`config.mk`:
```
export PLATFORM = sky130hd
export DESIGN_NAME = bitplane_palette_pixel_shifter_core
export DESIGN_NICKNAME = d
export VERILOG_FILES = /design/src/bpps_pkg.sv /design/src/bitplane_palette_pixel_shifter_core.sv
export SDC_FILE = /design/constraint.sdc
export NUM_CORES = 1
export LEC_CHECK = 0
export ABC_AREA = 1
export BUFFER_PORTS_ARGS = -buffer_cell sky130_fd_sc_hd__clkbuf_2
export CAP_MARGIN = 20
export CORE_ASPECT_RATIO = 1.1
export CORE_MARGIN = 2
export CORE_UTILIZATION = 32
export DETAILED_ROUTE_END_ITERATION = 16
export GPL_ROUTABILITY_DRIVEN = 1
export GPL_TIMING_DRIVEN = 0
export PLACE_DENSITY = 0.48
export SETUP_SLACK_MARGIN = 0.3
export SLEW_MARGIN = 20
export SYNTH_ARGS = -nofsm -noshare
export SYNTH_HDL_FRONTEND = slang
export SYNTH_SLANG_ARGS = --single-unit
```
`constraint.sdc`:
```
create_clock -name clk -period 3.6 [get_ports clk]
set_clock_uncertainty 0.15 [all_clocks]
set_input_delay 0.18 -clock clk [delete_from_list [all_inputs] [get_ports clk]]
set_output_delay 0.18 -clock clk [all_outputs]
set_load 0.02 [all_outputs]
```
`src/bpps_pkg.sv`:
```
// ----------------------------------------------------------------------------
// bpps_pkg: shared types and constants for the bit-plane pixel shifter
// Command codes, resolution codes, palette entry layout and RGB565 expansion.
// ----------------------------------------------------------------------------
package bpps_pkg;

  // Input word command codes
  localparam logic CMD_PALETTE = 1'b0;
  localparam logic CMD_PLANES  = 1'b1;

  // Resolution mode codes
  localparam logic MODE_LOW    = 1'b0;
  localparam logic MODE_MEDIUM = 1'b1;

  localparam int unsigned PLANE_W   = 16;
  localparam int unsigned PAL_DEPTH = 16;

  // Palette entry: blue 2:0, green 5:3, red 8:6
  typedef logic [8:0]  pal_entry_t;
  typedef logic [15:0] rgb565_t;

  // Pack a machine color word (blue 2:0, green 6:4, red 10:8) into an entry
  function automatic pal_entry_t pack_color(input logic [11:0] cw);
    return {cw[10:8], cw[6:4], cw[2:0]};
  endfunction

  // Expand an entry to RGB565: red<<2, green<<3, blue<<2
  function automatic rgb565_t entry_to_rgb565(input pal_entry_t e);
    return {e[8:6], 2'b00, e[5:3], 3'b000, e[2:0], 2'b00};
  endfunction

endpackage

```
`src/bitplane_palette_pixel_shifter_core.sv`:
```
// ----------------------------------------------------------------------------
// bitplane_palette_pixel_shifter_core: bit-plane to RGB565 shifter
// Stores palette writes and turns plane groups into one pixel per cycle while the output is not stalled.
// ----------------------------------------------------------------------------
// Flow: a group word is captured into the plane registers; each pixel is then
// looked up in the palette and registered in the output register, advancing
// while out_ready is high or the output is empty. A group gives 16 pixels in
// low resolution, 8 in medium, with a single palette lookup per pixel.
// Reset (rst_n low, synchronous): palette cleared to black, mode low,
// shifter and output register empty.
module bitplane_palette_pixel_shifter_core
  import bpps_pkg::*;
(
  input  logic        clk,
  input  logic        rst_n,
  // configuration
  input  logic        cfg_wr_en,
  input  logic        cfg_wr_data,
  // input channel
  input  logic        in_valid,
  output logic        in_ready,
  input  logic        in_cmd,
  input  logic [3:0]  in_palette_index,
  input  logic [11:0] in_color_word,
  input  logic [15:0] in_plane0,
  input  logic [15:0] in_plane1,
  input  logic [15:0] in_plane2,
  input  logic [15:0] in_plane3,
  // result channel
  output logic        out_valid,
  input  logic        out_ready,
  output logic [15:0] out_pixel_color,
  output logic        out_last_of_group
);

  logic                 mode_r;
  pal_entry_t           pal_r [PAL_DEPTH];
  logic [PLANE_W-1:0]   p0_r, p1_r, p2_r, p3_r;
  logic [3:0]           pos_r;
  logic                 busy_r;
  logic                 out_valid_r;
  rgb565_t              out_color_r;
  logic                 out_last_r;

  logic                 in_acc;
  logic                 advance;
  logic                 med_mode;
  logic                 pix_last;
  logic [3:0]           pix_idx;
  logic [3:0]           pos_nxt;

  // Pixel selection and shift control
  assign med_mode = (mode_r == MODE_MEDIUM);
  assign advance  = busy_r && (!out_valid_r || out_ready);
  assign pix_last = med_mode ? (pos_r == 4'd1) : (pos_r == 4'd0);
  assign pos_nxt  = pos_r - (med_mode ? 4'd2 : 4'd1);
  assign pix_idx  = med_mode ? {2'b00, p1_r[pos_r], p0_r[pos_r]}
                             : {p3_r[pos_r], p2_r[pos_r], p1_r[pos_r], p0_r[pos_r]};

  // Take a new word when the shifter is empty or hands off its last pixel
  assign in_ready = !busy_r || (advance && pix_last);
  assign in_acc   = in_valid && in_ready;

  // Mode register
  always_ff @(posedge clk) begin
    if (!rst_n) begin
      mode_r <= MODE_LOW;
    end else if (cfg_wr_en) begin
      mode_r <= cfg_wr_data;
    end
  end

  // Palette store, cleared to black at reset
  always_ff @(posedge clk) begin
    if (!rst_n) begin
      for (int i = 0; i < PAL_DEPTH; i++) begin
        pal_r[i] <= '0;
      end
    end else if (in_acc && in_cmd == CMD_PALETTE) begin
      pal_r[in_palette_index] <= pack_color(in_color_word);
    end
  end

  // Plane word holding registers
  always_ff @(posedge clk) begin
    if (in_acc && in_cmd == CMD_PLANES) begin
      p0_r <= in_plane0;
      p1_r <= in_plane1;
      p2_r <= in_plane2;
      p3_r <= in_plane3;
    end
  end

  // Shift position and busy flag
  always_ff @(posedge clk) begin
    if (!rst_n) begin
      busy_r <= 1'b0;
      pos_r  <= 4'd15;
    end else if (in_acc && in_cmd == CMD_PLANES) begin
      busy_r <= 1'b1;
      pos_r  <= 4'd15;
    end else if (advance) begin
      busy_r <= !pix_last;
      pos_r  <= pos_nxt;
    end
  end

  // Output register
  always_ff @(posedge clk) begin
    if (!rst_n) begin
      out_valid_r <= 1'b0;
    end else if (advance) begin
      out_valid_r <= 1'b1;
    end else if (out_ready) begin
      out_valid_r <= 1'b0;
    end
  end

  always_ff @(posedge clk) begin
    if (advance) begin
      out_color_r <= entry_to_rgb565(pal_r[pix_idx]);
      out_last_r  <= pix_last;
    end
  end

  assign out_valid         = out_valid_r;
  assign out_pixel_color   = out_color_r;
  assign out_last_of_group = out_last_r;

endmodule

```
==> key figures <==
Placed design
  – Gpl congestion: between 0.8 and 0.9
  – Port bufs: 94
  – Dpl ws: -0.150 ns
  – HPWL Detailed: 20400 um

Timing
  – RSZ-0062 raised after global routing: yes
  – Final hold violations: 0
  – Period minus WS final: 3.21 ns
  – Final period util: about nine tenths
  – Least-Margin Pin Slew: 0.952 ns
  – Relative slew slack: between 30% and 40%
  – Fmax: between 0.3 and 0.4 GHz
  – Final Setup Violations: 0
  – Max-slew violation count: 0
  – Post-route setup slack: 0.391 ns

Floorplanning
  – Die H: approximately 190 um
  – Die Area: 0.0334 mm2
  – # rows: 68
  – Core area: between 0.03 and 0.04 mm2
  – Die Wd: around 170 um
  – Initial Util: roughly 33%
  – IO Count: around 110

Clocking
  – H-tree depth: 1
  – Clock slew at reported path FFs: 0.06 ns
  – Num CTS Buffers: 25
  – CTS tree: yes
  – Root Driver: clkbuf_16
  – CTS Sinks: 225
  – Setup bufs post-CTS: 0
  – Clk buf depth: 3
  – Skew-Pair Late Insertion Delay: 0.53 ns

Final layout
  – Util after Layout: 40.8%
  – Area delta synth->final: 25.4%
  – Sequential Area: 0.00669 mm2
  – Multi-input logic area: 0.00296 mm2
  – Filler cell count: 3114
  – Post-layout net count: ~1.3k
  – Share of cells above drive strength 1: 14.6%
  – N_diodes: 0
  – Commonest non-fill, non-tap cell in the layout: nand2_1
  – Most frequent cells in the layout: nand2_1 (225), edfxtp_1 (218), nor2_1 (161)

Route
  – Post-route ant nets: 0
  – DR WL/cell: 17.4 um
  – DRC: 0
  – Final wirelength: 29300 um
  – Via count: 7825
  – Drt pass-1 iters: 6
  – Iteration-0 DRC Markers: 528
  – Avg Vias per Cell: around 4.7

Logic synthesis
  – Seq cells post-synth: 225
  – Synth unique cells: 30
  – Synth warn: 0
  – Syn avg cell area: 9.90 um2
  – Sequential-to-total area share from yosys stat: 65.3%
  – EDFF count, synth: about 220
  – Gate Count Post-Synth: 1034
  – Netlist Area Pre-Place: 0.0102 mm2
  – Asr flop ratio synth: 0%
  – Prevailing post-synth register cell: edfxtp_1

Worst setup path
  – Worst Path Max Fanout: 10
  – Worst Path Arrival: 3.27 ns
  – Critical path endpoint category: flip-flop
  – Crit Path Class: flip-flop to flip-flop
  – CP Launch Type: flip-flop
  – Critical path data required time: 3.66 ns

Min path
  – HP Class: primary input to flip-flop

Global route
  – Vias in the first global route: approximately 7.9k
  – Antenna violations before repair: 0
  – Congestion Overflow GR: 0
  – Largest net degree at the start of global routing: 38
  – First-pass GRT wire length: 45000 um
  – Gr usage total: 17.8%

Power and ir drop
  – VDD IR max: 0.000342 V
  – Leak: 5.43 nW
  – PnR Total Power: 6.18 mW
  – Cell area power density: 482 mW/mm2

Run status
  – Status: complete, no violations

Run
  – MaxCap Viol Count: 0
==> logic make-up after synthesis <==
group,synth area share [%]
xor+xnor,0.171
flops,65.3
compound gates,1.60
simple gates,25.9
fa+ha+maj,0.440
buf+inv,6.56
other cells,0.0366
==> state kept, by name, indices dropped and copies added, names as in the netlist <==
| name | cells |
|---|---|
| p3_r | 16 |
| out_valid | 1 |
| p1_r | 16 |
| p0_r | 16 |
| out_last_of_group | 1 |
| out_pixel_color | 9 |
| busy_r | 1 |
| pal_r | 144 |
| med_mode | 1 |
| p2_r | 16 |
| pos_r | 4 |
==> cells in the mapped netlist, drive strengths merged (3+ instances only) <==
cell type	instances	area [um2]
nand2	247	945
edfxtp	218	6550
nor2	165	629
nand3	162	816
inv	109	409
clkbuf	30	113
nand3b	28	210
buf	26	139
o21ai	11	55.1
a21oi	9	45.0
dfxtp	7	140
nor3	4	40.0
clkinv	3	11.3
o211ai	3	22.5
==> worst max-delay path, cell delays in order (launching register included) <==
cell and delay, ns:
dfxtp_1 0.31, buf_2 0.18, nor2_2 0.26, buf_2 0.31
o21ai_0 0.11, nor2_1 0.15, nand2_1 0.08, nand2_2 0.11
nand3_2 0.18, nor3_2 0.35, nand2_1 0.36, nand2_2 0.32
==> repair_timing <==
| action | CTS | global route |
|---|---|---|
| hold buffers | 77 | 0 |
| endpoints found under the hold margin | 115 | 0 |
| gates resized for setup | 16 | 9 |
| gates cloned | 0 | 0 |
| setup endpoints to repair | 99 | 153 |
==> report_power, final <==
group	switching, mW	leakage [nW]	internal (mW)
clock	1.04	0.347	1.27
sequential	0.0291	2.21	3.00
combinational	0.571	2.88	0.274
total	1.64	5.43	4.55
==> layer usage <==
metal | part of all wire [%] | GRT usage (%) | up-vias
met5 | 0 | 0 | -
met4 | 3.4 | 6.19 | 0
met3 | 6.4 | 3.23 | 57
met2 | 49 | 31.5 | 267
met1 | 41 | 21.8 | 3680
li1 | - | - | 3821
==> final timing paths <==
kind	start	to	slack, ns	cells after the start
max reg2reg	pos_r[1]	pal_r[15][6]	0.39	11
max	pos_r[1]	pal_r[15][6]	0.39	11
min reg2reg	out_valid	out_valid	0.41	2
min	in_color_word[10]	pal_r[3][8]	0.03	3
==> cell type report <==
class	instances	share of cell area (%)
plain buffers	56	1.98
clock buffers	33	5.11
clock inverters	12	0.458
inverters	112	3.31
multi-input cells	647	23.1
flip-flops and latches	225	52.1
well taps	420	4.10
repair buffers	172	9.83
==> metrics by stage <==
step | cells | TNS, ns | hold slack, ns | area (um2)
final | 1677 | 0 | 0.0253 | 12800
after detailed placement | 1555 | -0.688 | 0.209 | 11300
after global routing | 1677 | 0 | 0.0451 | 12800
after CTS | 1677 | 0 | 0.00551 | 12800
after global placement | 1554 | -29.12 | 0.209 | 11300
after floorplan | 1040 | 0 | 0.129 | 10300
(Power assumes the default switching activity.)
